## config.mk

```make
export PLATFORM = sky130hd
export DESIGN_NAME = frame_deferred_release_queue_unit
export DESIGN_NICKNAME = d
export VERILOG_FILES = /design/src/rtl/frdq_pkg.sv /design/src/rtl/frame_deferred_release_queue_unit.sv /design/src/rtl/frdq_ctrl.sv /design/src/rtl/frdq_datapath.sv
export SDC_FILE = /design/constraint.sdc
export NUM_CORES = 2
export LEC_CHECK = 0
export ABC_CLOCK_PERIOD_IN_PS = 28800
export BUFFER_PORTS_ARGS = -buffer_cell sky130_fd_sc_hd__buf_2
export CORE_ASPECT_RATIO = 0.9
export CORE_MARGIN = 2
export CORE_UTILIZATION = 35
export DETAILED_ROUTE_END_ITERATION = 10
export GPL_ROUTABILITY_DRIVEN = 0
export GPL_TIMING_DRIVEN = 0
export PLACE_DENSITY = 0.49
export SYNTH_ARGS = -nofsm -noshare
export SYNTH_HDL_FRONTEND = slang
export SYNTH_HIERARCHICAL = 1
export SYNTH_SLANG_ARGS = --single-unit
```

## constraint.sdc

```tcl
create_clock -name clk -period 28.8 [get_ports clk]
set_input_delay 2.88 -clock clk [delete_from_list [all_inputs] [get_ports clk]]
set_output_delay 2.88 -clock clk [all_outputs]
set_load 0.01 [all_outputs]
```

## src/rtl/frdq_pkg.sv

```systemverilog
`timescale 1ns / 1ps

package frdq_pkg;

  localparam int QUEUE_DEPTH_DEF = 16;

  localparam int FRAME_W  = 31;
  localparam int OWNER_W  = 8;
  localparam int REGION_W = 40;
  localparam int GATE_W   = 32;
  localparam int WAIT_W   = 8;

  localparam logic [WAIT_W-1:0] WAIT_FRAMES_RST = 8'd2;

  localparam int CFG_ADDR_W = 2;
  localparam int CFG_DATA_W = 32;
  localparam logic [CFG_ADDR_W-1:0] ADDR_WAIT_FRAMES = 2'd0;

  localparam logic KIND_RELEASE = 1'b0;
  localparam logic KIND_ACK     = 1'b1;

  // controller -> datapath
  typedef struct packed {
    logic capture;    // latch the incoming transaction
    logic pop_emit;   // release head entry to the output register
    logic set_gate;   // head too young: move the gate past it
    logic append_ack; // append request (if room) and emit acknowledgment
  } frdq_cmd_t;

  // datapath -> controller
  typedef struct packed {
    logic gate_open;
    logic q_empty;
    logic head_old;
    logic out_free;
  } frdq_status_t;

endpackage

```

## src/rtl/frame_deferred_release_queue_unit.sv

```systemverilog
`timescale 1ns / 1ps

// Deferred release queue for freed memory regions, fenced by frame number.
// Input channel (in_*): one free request per transaction - current frame,
// owner, offset, size. Accepted when in_valid is high and in_stall low.
// Result channel (out_*): zero or more release transactions (out_kind = 0),
// oldest first, then one acknowledgment (out_kind = 1, out_last = 1) whose
// out_queue_full says whether the request was dropped for lack of room.
// Configuration: APB-style port, wait_frames at byte address 0.
// Sequence: one request is in flight at a time. After the accept the block
// checks the head entry; each released entry is emitted, then the new head
// is re-read from the store's registered read port before the next check.
// Last come the append and the acknowledgment. A new request is accepted
// only after the acknowledgment is written to the output register.
// Results sit in an output register; out_stall freezes it and the
// controller waits, so nothing is lost or repeated.
// Reset (rst_n low, synchronous): queue empty, release gate 0,
// wait_frames 2, no result pending. Store contents are not cleared.

module frame_deferred_release_queue_unit #(
  parameter int QUEUE_DEPTH = frdq_pkg::QUEUE_DEPTH_DEF
) (
  input  logic                                clk,
  input  logic                                rst_n,
  // request channel
  input  logic                                in_valid,
  output logic                                in_stall,
  input  logic [frdq_pkg::FRAME_W-1:0]        in_frame_number,
  input  logic [frdq_pkg::OWNER_W-1:0]        in_owner_id,
  input  logic [frdq_pkg::REGION_W-1:0]       in_region_offset,
  input  logic [frdq_pkg::REGION_W-1:0]       in_region_size,
  // result channel
  output logic                                out_valid,
  input  logic                                out_stall,
  output logic                                out_kind,
  output logic [frdq_pkg::OWNER_W-1:0]        out_owner,
  output logic [frdq_pkg::REGION_W-1:0]       out_offset,
  output logic [frdq_pkg::REGION_W-1:0]       out_size,
  output logic                                out_queue_full,
  output logic                                out_last,
  // configuration port
  input  logic                                cfg_psel,
  input  logic                                cfg_penable,
  input  logic                                cfg_pwrite,
  input  logic [frdq_pkg::CFG_ADDR_W-1:0]     cfg_paddr,
  input  logic [frdq_pkg::CFG_DATA_W-1:0]     cfg_pwdata,
  output logic [frdq_pkg::CFG_DATA_W-1:0]     cfg_prdata,
  output logic                                cfg_pready
);

  frdq_pkg::frdq_cmd_t          cmd;
  frdq_pkg::frdq_status_t       sts;
  logic                         wait_wr;
  logic [frdq_pkg::WAIT_W-1:0]  wait_frames;
  logic                         addr_hit;

  // register decode: only wait_frames exists, other addresses ignored
  assign addr_hit   = (cfg_paddr == frdq_pkg::ADDR_WAIT_FRAMES);
  assign wait_wr    = cfg_psel && cfg_penable && cfg_pwrite && addr_hit;
  assign cfg_pready = 1'b1;
  assign cfg_prdata = addr_hit ? frdq_pkg::CFG_DATA_W'(wait_frames) : '0;

  frdq_ctrl u_ctrl (
    .clk      (clk),
    .rst_n    (rst_n),
    .in_valid (in_valid),
    .in_stall (in_stall),
    .sts      (sts),
    .cmd      (cmd)
  );

  frdq_datapath #(
    .QUEUE_DEPTH (QUEUE_DEPTH)
  ) u_datapath (
    .clk              (clk),
    .rst_n            (rst_n),
    .in_frame_number  (in_frame_number),
    .in_owner_id      (in_owner_id),
    .in_region_offset (in_region_offset),
    .in_region_size   (in_region_size),
    .wait_wr          (wait_wr),
    .wait_wdata       (cfg_pwdata[frdq_pkg::WAIT_W-1:0]),
    .wait_frames      (wait_frames),
    .cmd              (cmd),
    .sts              (sts),
    .out_valid        (out_valid),
    .out_stall        (out_stall),
    .out_kind         (out_kind),
    .out_owner        (out_owner),
    .out_offset       (out_offset),
    .out_size         (out_size),
    .out_queue_full   (out_queue_full),
    .out_last         (out_last)
  );

endmodule

```

## src/rtl/frdq_ctrl.sv

```systemverilog
`timescale 1ns / 1ps

module frdq_ctrl (
  input  logic                  clk,
  input  logic                  rst_n,
  input  logic                  in_valid,
  output logic                  in_stall,
  input  frdq_pkg::frdq_status_t sts,
  output frdq_pkg::frdq_cmd_t    cmd
);

  typedef enum logic [1:0] {
    ST_IDLE,
    ST_CHECK,
    ST_REREAD,
    ST_APPEND
  } state_t;

  state_t state_r, state_nxt;
  logic   in_stall_r, in_stall_nxt;

  always_comb begin
    state_nxt    = state_r;
    in_stall_nxt = in_stall_r;
    cmd          = '0;
    case (state_r)
      ST_IDLE: begin
        if (in_valid && !in_stall_r) begin
          cmd.capture  = 1'b1;
          in_stall_nxt = 1'b1;
          state_nxt    = ST_CHECK;
        end
      end
      ST_CHECK: begin
        if (!sts.gate_open || sts.q_empty) begin
          state_nxt = ST_APPEND;
        end else if (sts.head_old) begin
          if (sts.out_free) begin
            cmd.pop_emit = 1'b1;
            state_nxt    = ST_REREAD;
          end
        end else begin
          cmd.set_gate = 1'b1;
          state_nxt    = ST_APPEND;
        end
      end
      ST_REREAD: begin
        // the store reads the new head this cycle; its data is registered for ST_CHECK
        state_nxt = ST_CHECK;
      end
      ST_APPEND: begin
        if (sts.out_free) begin
          cmd.append_ack = 1'b1;
          in_stall_nxt   = 1'b0;
          state_nxt      = ST_IDLE;
        end
      end
      default: begin
        state_nxt    = ST_IDLE;
        in_stall_nxt = 1'b0;
      end
    endcase
  end

  always_ff @(posedge clk) begin
    if (!rst_n) begin
      state_r    <= ST_IDLE;
      in_stall_r <= 1'b0;
    end else begin
      state_r    <= state_nxt;
      in_stall_r <= in_stall_nxt;
    end
  end

  assign in_stall = in_stall_r;

endmodule

```

## src/rtl/frdq_datapath.sv

```systemverilog
`timescale 1ns / 1ps

module frdq_datapath #(
  parameter int QUEUE_DEPTH = frdq_pkg::QUEUE_DEPTH_DEF
) (
  input  logic                               clk,
  input  logic                               rst_n,
  // captured request
  input  logic [frdq_pkg::FRAME_W-1:0]       in_frame_number,
  input  logic [frdq_pkg::OWNER_W-1:0]       in_owner_id,
  input  logic [frdq_pkg::REGION_W-1:0]      in_region_offset,
  input  logic [frdq_pkg::REGION_W-1:0]      in_region_size,
  // configuration
  input  logic                               wait_wr,
  input  logic [frdq_pkg::WAIT_W-1:0]        wait_wdata,
  output logic [frdq_pkg::WAIT_W-1:0]        wait_frames,
  // control
  input  frdq_pkg::frdq_cmd_t                cmd,
  output frdq_pkg::frdq_status_t             sts,
  // result channel
  output logic                               out_valid,
  input  logic                               out_stall,
  output logic                               out_kind,
  output logic [frdq_pkg::OWNER_W-1:0]       out_owner,
  output logic [frdq_pkg::REGION_W-1:0]      out_offset,
  output logic [frdq_pkg::REGION_W-1:0]      out_size,
  output logic                               out_queue_full,
  output logic                               out_last
);

  localparam int IDX_W = (QUEUE_DEPTH > 1) ? $clog2(QUEUE_DEPTH) : 1;
  localparam int CNT_W = $clog2(QUEUE_DEPTH + 1);
  localparam logic [IDX_W-1:0] IDX_LAST = IDX_W'(QUEUE_DEPTH - 1);
  localparam logic [CNT_W-1:0] CNT_FULL = CNT_W'(QUEUE_DEPTH);

  // pending-entry store
  logic [frdq_pkg::FRAME_W-1:0]  mem_frame  [QUEUE_DEPTH];
  logic [frdq_pkg::OWNER_W-1:0]  mem_owner  [QUEUE_DEPTH];
  logic [frdq_pkg::REGION_W-1:0] mem_offset [QUEUE_DEPTH];
  logic [frdq_pkg::REGION_W-1:0] mem_size   [QUEUE_DEPTH];

  logic [frdq_pkg::FRAME_W-1:0]  rd_frame_r;
  logic [frdq_pkg::OWNER_W-1:0]  rd_owner_r;
  logic [frdq_pkg::REGION_W-1:0] rd_offset_r;
  logic [frdq_pkg::REGION_W-1:0] rd_size_r;

  // captured request (payload, no reset)
  logic [frdq_pkg::FRAME_W-1:0]  req_frame_r;
  logic [frdq_pkg::OWNER_W-1:0]  req_owner_r;
  logic [frdq_pkg::REGION_W-1:0] req_offset_r;
  logic [frdq_pkg::REGION_W-1:0] req_size_r;

  logic [IDX_W-1:0]              head_r, head_nxt;
  logic [IDX_W-1:0]              tail_r, tail_nxt;
  logic [CNT_W-1:0]              count_r, count_nxt;
  logic [frdq_pkg::GATE_W-1:0]   gate_r, gate_nxt;
  logic [frdq_pkg::WAIT_W-1:0]   wait_r, wait_nxt;

  logic                          out_valid_r, out_valid_nxt;
  logic                          out_kind_r;
  logic [frdq_pkg::OWNER_W-1:0]  out_owner_r;
  logic [frdq_pkg::REGION_W-1:0] out_offset_r;
  logic [frdq_pkg::REGION_W-1:0] out_size_r;
  logic                          out_full_r;
  logic                          out_last_r;

  logic [frdq_pkg::GATE_W-1:0]   head_expiry;
  logic [frdq_pkg::GATE_W-1:0]   now_ext;
  logic                          q_full;
  logic                          do_write;
  logic                          out_free;

  assign now_ext     = {1'b0, req_frame_r};
  // head frame + wait, no wrap in 32 bits
  assign head_expiry = {1'b0, rd_frame_r} + frdq_pkg::GATE_W'(wait_r);
  assign q_full      = (count_r == CNT_FULL);
  assign do_write    = cmd.append_ack && !q_full;
  assign out_free    = !out_valid_r || !out_stall;

  assign sts.gate_open = (now_ext >= gate_r);
  assign sts.q_empty   = (count_r == '0);
  assign sts.head_old  = (head_expiry < now_ext);
  assign sts.out_free  = out_free;

  always_comb begin
    head_nxt  = head_r;
    tail_nxt  = tail_r;
    count_nxt = count_r;
    gate_nxt  = gate_r;
    wait_nxt  = wait_r;
    if (cmd.pop_emit) begin
      head_nxt  = (head_r == IDX_LAST) ? '0 : head_r + 1'b1;
      count_nxt = count_r - 1'b1;
    end
    if (do_write) begin
      tail_nxt  = (tail_r == IDX_LAST) ? '0 : tail_r + 1'b1;
      count_nxt = count_r + 1'b1;
    end
    if (cmd.set_gate) begin
      gate_nxt = head_expiry + 1'b1;
    end
    if (wait_wr) begin
      wait_nxt = wait_wdata;
    end
  end

  always_comb begin
    out_valid_nxt = out_valid_r;
    if (cmd.pop_emit || cmd.append_ack) begin
      out_valid_nxt = 1'b1;
    end else if (!out_stall) begin
      out_valid_nxt = 1'b0;
    end
  end

  always_ff @(posedge clk) begin
    if (!rst_n) begin
      head_r      <= '0;
      tail_r      <= '0;
      count_r     <= '0;
      gate_r      <= '0;
      wait_r      <= frdq_pkg::WAIT_FRAMES_RST;
      out_valid_r <= 1'b0;
    end else begin
      head_r      <= head_nxt;
      tail_r      <= tail_nxt;
      count_r     <= count_nxt;
      gate_r      <= gate_nxt;
      wait_r      <= wait_nxt;
      out_valid_r <= out_valid_nxt;
    end
  end

  // store: one write port at the tail, registered read at the head
  always_ff @(posedge clk) begin
    if (do_write) begin
      mem_frame[tail_r]  <= req_frame_r;
      mem_owner[tail_r]  <= req_owner_r;
      mem_offset[tail_r] <= req_offset_r;
      mem_size[tail_r]   <= req_size_r;
    end
    rd_frame_r  <= mem_frame[head_r];
    rd_owner_r  <= mem_owner[head_r];
    rd_offset_r <= mem_offset[head_r];
    rd_size_r   <= mem_size[head_r];
  end

  always_ff @(posedge clk) begin
    if (cmd.capture) begin
      req_frame_r  <= in_frame_number;
      req_owner_r  <= in_owner_id;
      req_offset_r <= in_region_offset;
      req_size_r   <= in_region_size;
    end
  end

  always_ff @(posedge clk) begin
    if (cmd.pop_emit) begin
      out_kind_r   <= frdq_pkg::KIND_RELEASE;
      out_owner_r  <= rd_owner_r;
      out_offset_r <= rd_offset_r;
      out_size_r   <= rd_size_r;
      out_full_r   <= 1'b0;
      out_last_r   <= 1'b0;
    end else if (cmd.append_ack) begin
      out_kind_r   <= frdq_pkg::KIND_ACK;
      out_owner_r  <= '0;
      out_offset_r <= '0;
      out_size_r   <= '0;
      out_full_r   <= q_full;
      out_last_r   <= 1'b1;
    end
  end

  assign wait_frames    = wait_r;
  assign out_valid      = out_valid_r;
  assign out_kind       = out_kind_r;
  assign out_owner      = out_owner_r;
  assign out_offset     = out_offset_r;
  assign out_size       = out_size_r;
  assign out_queue_full = out_full_r;
  assign out_last       = out_last_r;

endmodule

```

### Word-level counts from Yosys, hierarchy flattened

Memory sizes are Yosys's and may differ from the RTL's. A register that Yosys moved wholly into a read port is not among the register bits.
Index checks and enable logic that the tools add are counted.

| word-level totals | value |
|---|---|
| input port bits | 160 |
| output and inout port bits | 126 |
| latch bits | 0 |
| memory bits (read-only) | 0 |
| logic and storage cells | 91 |
| memories | 4 |
| register bits after elaboration | 266 |
| RAM bits | 1904 |

Memories:

| name | depth | width | read ports | clocked after memory_dff | wr ports | line | text |
|---|---|---|---|---|---|---|---|
| u_datapath.mem_offset | 16 | 40 | 1 | 1 | 1 | frdq_datapath.sv:39 | `logic [frdq_pkg::REGION_W-1:0] mem_offset [QUEUE_DEPTH];` |
| u_datapath.mem_size | 16 | 40 | 1 | 1 | 1 | frdq_datapath.sv:40 | `logic [frdq_pkg::REGION_W-1:0] mem_size [QUEUE_DEPTH];` |
| u_datapath.mem_frame | 16 | 31 | 1 | 1 | 1 | frdq_datapath.sv:37 | `logic [frdq_pkg::FRAME_W-1:0] mem_frame [QUEUE_DEPTH];` |
| u_datapath.mem_owner | 16 | 8 | 1 | 1 | 1 | frdq_datapath.sv:38 | `logic [frdq_pkg::OWNER_W-1:0] mem_owner [QUEUE_DEPTH];` |

| operators by class | value |
|---|---|
| shift-type cells | 0 |
| multipliers | 0 |
| bitwise operators | 0 |
| divide/modulo/power cells | 0 |
| magnitude comparators | 2 |
| $add $sub $neg | 6 |
| reductions and logical operators | 21 |
| equal/unequal tests | 10 |
| muxes and demuxes | 31 |

Operator list:

| operator | number |
|---|---|
| 40-bit 2-to-1 mux | 3 |
| 31-bit by 8-bit adder with 32-bit output | 1 |
| 32-bit by 1-bit adder with 32-bit output, second input constant | 1 |
| 31-bit by 32-bit >= comparator with 1-bit output | 1 |
| 32-bit by 31-bit less-than comparator with 1-bit output | 1 |
| 8-bit 2-to-1 mux | 3 |
| 2-bit 2-to-1 mux | 7 |
| 1-bit 2-to-1 mux | 12 |
| 5-bit 2-to-1 mux | 2 |
| 4-bit by 1-bit adder with 4-bit output, second input constant | 2 |
| 4-bit == test, second input constant | 2 |
| 4-bit 2-to-1 mux | 2 |
| 2-bit case mux with 4 select lines | 1 |
| 2-bit by 1-bit inequality test with 1-bit output, second input constant | 3 |
| 3-bit AND reduction | 2 |
| 2-bit nonzero test | 3 |
| 5-bit by 1-bit adder with 5-bit output, second input constant | 1 |
| 5-bit == test, second input constant | 1 |
| 1-bit logical AND | 5 |
| 1-bit zero test | 5 |
| 5-bit zero test | 1 |
| 5-bit by 1-bit subtractor with 5-bit output, second input constant | 1 |
| 2-bit == test, second input constant | 2 |
| 2-bit zero test | 2 |
| 4 further kinds | 6 |

### Longest topological paths before layout

| logic depth | value |
|---|---|
| word-level depth | 8 |
| gate-level depth with buffers | 23 |
| depth with buffers taken out | 23 |

### Hierarchy

The synthesis kept the hierarchy.

By module, submodules not included:

| module | area each (µm²) | times used | cells an instance | seq. area each (µm²) |
|---|---|---|---|---|
| frdq_datapath | 85743.5 | 1 | 3752 | 66894.2 |
| frame_deferred_release_queue_unit | 270.3 | 1 | 37 | 0.0 |
| frdq_ctrl | 183.9 | 1 | 21 | 60.1 |

### Worst setup path before layout

OpenSTA, ideal clock, no wires.

| timing | value |
|---|---|
| path type | input to register |
| start | input port out_stall |
| end | memory u_datapath/mem_frame[3][0] in the netlist's numbering (enable) |
| stages on the path | 7 |
| data required time | 28058 ps |
| slack | 16023 ps |
| path buffers | 2 |
| setup time | 742 ps |
| data arrival time | 12034 ps |
| cell sequence | nand2_1 buf_4 and3_1 a21boi_0 clkbuf_1 nand2_1 nor3_1 |

RTL lines:

| item | line | text |
|---|---|---|
| start, declared | frame_deferred_release_queue_unit.sv:34 | `input logic out_stall,` |
| end, declared | frdq_datapath.sv:37 |  |

==> metrics <==
# H-tree levels 4; Ports 286; P_leak 32.37 nW; clock sinks 2289; CP Capture Type register; first-iteration detailed-routing DRC count 4145; Longest Clk Path Bufs 3; CTS tree yes; PortBufs 236; setup TNS 0 ns; Slew headroom 9.638%; DRC violations left 0; Pre-Repair DR Iteration Count 5; ys async rst share 0%; crit-path max FO 62; starting density of the core 35.26%; area of the multi-input gates 18300 um^2; Worst-path clk slew 0.06 ns; MaxCap Viol Count 0; top_reg_cell synth edfxtp_1; nets 4723; actual slew at the worst max-slew pin 1.355 ns; vias in the first global route 41614; startpoint class of the critical path register; Fin. Hold Viols 0; Vias/cell 5.179; final global-route overflow total 0; placed cell area 94550 um^2; core outline area 244500 um^2; Die Y 474.8 um; layout cell share with drive strength beyond 1 31.32%; clock skew 0.08341 ns; FMAX 119.3 MHz; Tot Pwr 0.007090 W; M1 wire length 105900 um; Die W 527.1 um; post-route non-filler standard cell count 7915; setup violators final 0; Tmin final 8.381 ns; pwr dens 69.23 nW/um^2; synthesized area 86200 um^2; mean post-synth cell area 22.62 um^2; pin count of the biggest net entering global routing 63; FF/Latch Area 66950 um^2; row cnt 172; detail-routed net length per standard cell 29.17 um; routed vias 40990; Routed Wire Length 230900 um; WL met3 13170 um; DP Wirelength 148400 um; Worst-Skew Late Latency 0.89 ns; highest metal used met5; post-CTS sizing 0; EDFF count, synth 2111; Final ANT Viol Nets 0; critical path data arrival time 8.88 ns; clk root buf clkbuf_16; global-route wire length before repair 322800 um; metal2 WL 106400 um; status completed; die area 250300 um^2; post-route cell area 102400 um^2; sequential element share of the synthesized area 77.68%; cell count after synthesis 3810; CTS Buf Count 229; Pins Over Slew Limit 0; post-CTS setup buffer count 0; Worst IR Drop VDD 0.06637 mV; Yosys warnings 6; initial antenna violation count 25; Setup CP Type reg2reg; Hold-fix buffers, CTS 0; RSZ-0062 raised after global routing false; fin crit share 29.10%; Layout area overhead 18.81%; Fillers 21329; Post-Route Utilization 41.89%; Unique masters post-synth 81; total track usage 18.38%; Critical Path RT 29.30 ns; class of the worst hold path reg2reg; Cells after DPL 7469; Yosys reg bits 2289
## kinds of logic after synthesis
family	after synthesis	synth area share, %
xor gates and xnor gates	55	0.5980
buffers and inverters	277	1.328
muxes	611	15.73
AOI/OAI and AO/OA	146	1.205
other	2	0.008713
and+or+nand+nor	350	2.275
adders and majority gates	80	1.179
DFF	2289	77.68
## metal layers
metal | vias up | GRT usage (%)
met2 | 1332 | 28.51
met3 | 294 | 3.066
met5 | - | 0
met1 | 22169 | 26.98
met4 | 2 | 4.585
li1 | 17193 | -
## where the power goes
| group | switching [W] | internal [W] | total, W |
|---|---|---|---|
| registers | 0.0000740 | 0.00370 | 0.00377 |
| logic | 0.000141 | 0.000113 | 0.000253 |
| clock network | 0.00130 | 0.00176 | 0.00306 |
| total | 0.00152 | 0.00557 | 0.00709 |
## cells in the mapped netlist, types with 3 or more instances
cell / instances / area (um^2)
inv_1: 84 / 315.3
nand3_1: 25 / 125.1
o211ai_1: 14 / 105.1
nor3_1: 16 / 80.08
nor3_2: 4 / 40.04
nor4_1: 3 / 18.77
mux4_2: 595 / 13400
buf_1: 40 / 150.1
or3_1: 7 / 43.79
nand2b_1: 10 / 62.56
a21o_1: 21 / 157.7
o311ai_0: 6 / 52.55
a21oi_1: 31 / 155.2
edfxtp_1: 2111 / 63390
and4_1: 3 / 26.28
a221oi_1: 4 / 35.03
nor2b_1: 7 / 43.79
buf_4: 27 / 202.7
or4_1: 8 / 60.06
and2_2: 8 / 60.06
and2_1: 92 / 575.6
xor2_1: 22 / 192.7
dfxtp_1: 178 / 3563
nor2_1: 76 / 285.3
a211oi_1: 13 / 97.59
nand4_1: 14 / 87.58
xnor2_1: 30 / 262.8
clkbuf_1: 123 / 461.7
o31ai_1: 4 / 30.03
and3_1: 9 / 56.30
nor3b_1: 4 / 30.03
ha_1: 78 / 975.9
mux2i_1: 16 / 160.2
nand2_1: 46 / 172.7
o21ai_0: 24 / 120.1
## cells in the final DEF, fill, tap and decap left out, types with 30 or more instances in the layout
cell       Yosys  routed
edfxtp_1    2111    2111
mux4_2       595     595
buf_2          2     238
clkbuf_16      0     233
dfxtp_1      178     178
clkbuf_1     123     143
and2_1        92      92
inv_1         84      83
ha_1          78      78
buf_6          0      75
buf_12         0      74
nor2_1        76      64
clkinv_2       0      56
nand2_1       46      46
clkinv_1       0      43
buf_1         40      40
buf_4         27      35
a21oi_1       31      31
xnor2_1       30      30
## sequential cells by signal, indices dropped and copies added (netlist names), 31 cells and up
register / cells
u_datapath/rd_size_r: 40
u_datapath/rd_offset_r: 40
u_datapath/mem_offset: 640
u_datapath/req_size_r: 40
u_datapath/mem_size: 640
u_datapath/out_size: 40
u_datapath/rd_frame_r: 31
u_datapath/req_frame_r: 31
u_datapath/mem_frame: 496
u_datapath/req_offset_r: 40
u_datapath/gate_r: 32
u_datapath/out_offset: 40
u_datapath/mem_owner: 128
## worst max-delay path, stage by stage (launching register included)
cell and delay [ns]:
dfxtp_1 0.38, ha_1 0.29, a211oi_1 0.53, nor3_2 0.19, o211ai_1 0.67, nor2_1 0.12, xor2_1 0.30, ha_1 0.31
a21o_1 0.16, a21o_1 0.16, a21oi_1 0.13, o21ai_0 0.18, a221oi_1 0.45, a211oi_1 0.14, nor4bb_1 0.99, and3b_1 0.35
and4b_1 0.39, clkbuf_1 0.98, nor2_1 0.38, inv_6 0.42, buf_16 0.27
## cell type report
type,count,share of cell area [%]
Sequential cell,2289,65.38
Multi-Input combinational cell,1267,17.87
Clock buffer,286,6.083
Timing Repair Buffer,419,4.048
Tap cell,3219,3.933
Clock inverter,152,1.539
Buffer,193,0.8259
Inverter,84,0.3128
Antenna cell,6,0.01466
## final timing paths
check	startpoint	to	slack (ns)	cells past startpoint
worst min register to register	u_datapath/gate_r[14]	u_datapath/gate_r[14]	0.48	2
worst max-delay path	u_datapath/wait_frames[2]	u_datapath/out_offset[20]	20.42	20
worst max register to register	u_datapath/wait_frames[2]	u_datapath/out_offset[20]	20.42	20
worst min-delay path	u_datapath/gate_r[14]	u_datapath/gate_r[14]	0.48	2
## stage by stage
stage	hold slack, ns	worst slack [ns]
after global routing	0.5091	20.07
after CTS	0.4748	20.31
after detailed placement	0.4588	20.31
after global placement	0.4351	1.617
final	0.4800	20.42
after floorplan	0.4496	16.02
Note: power is estimated with default switching activity, not from simulation.
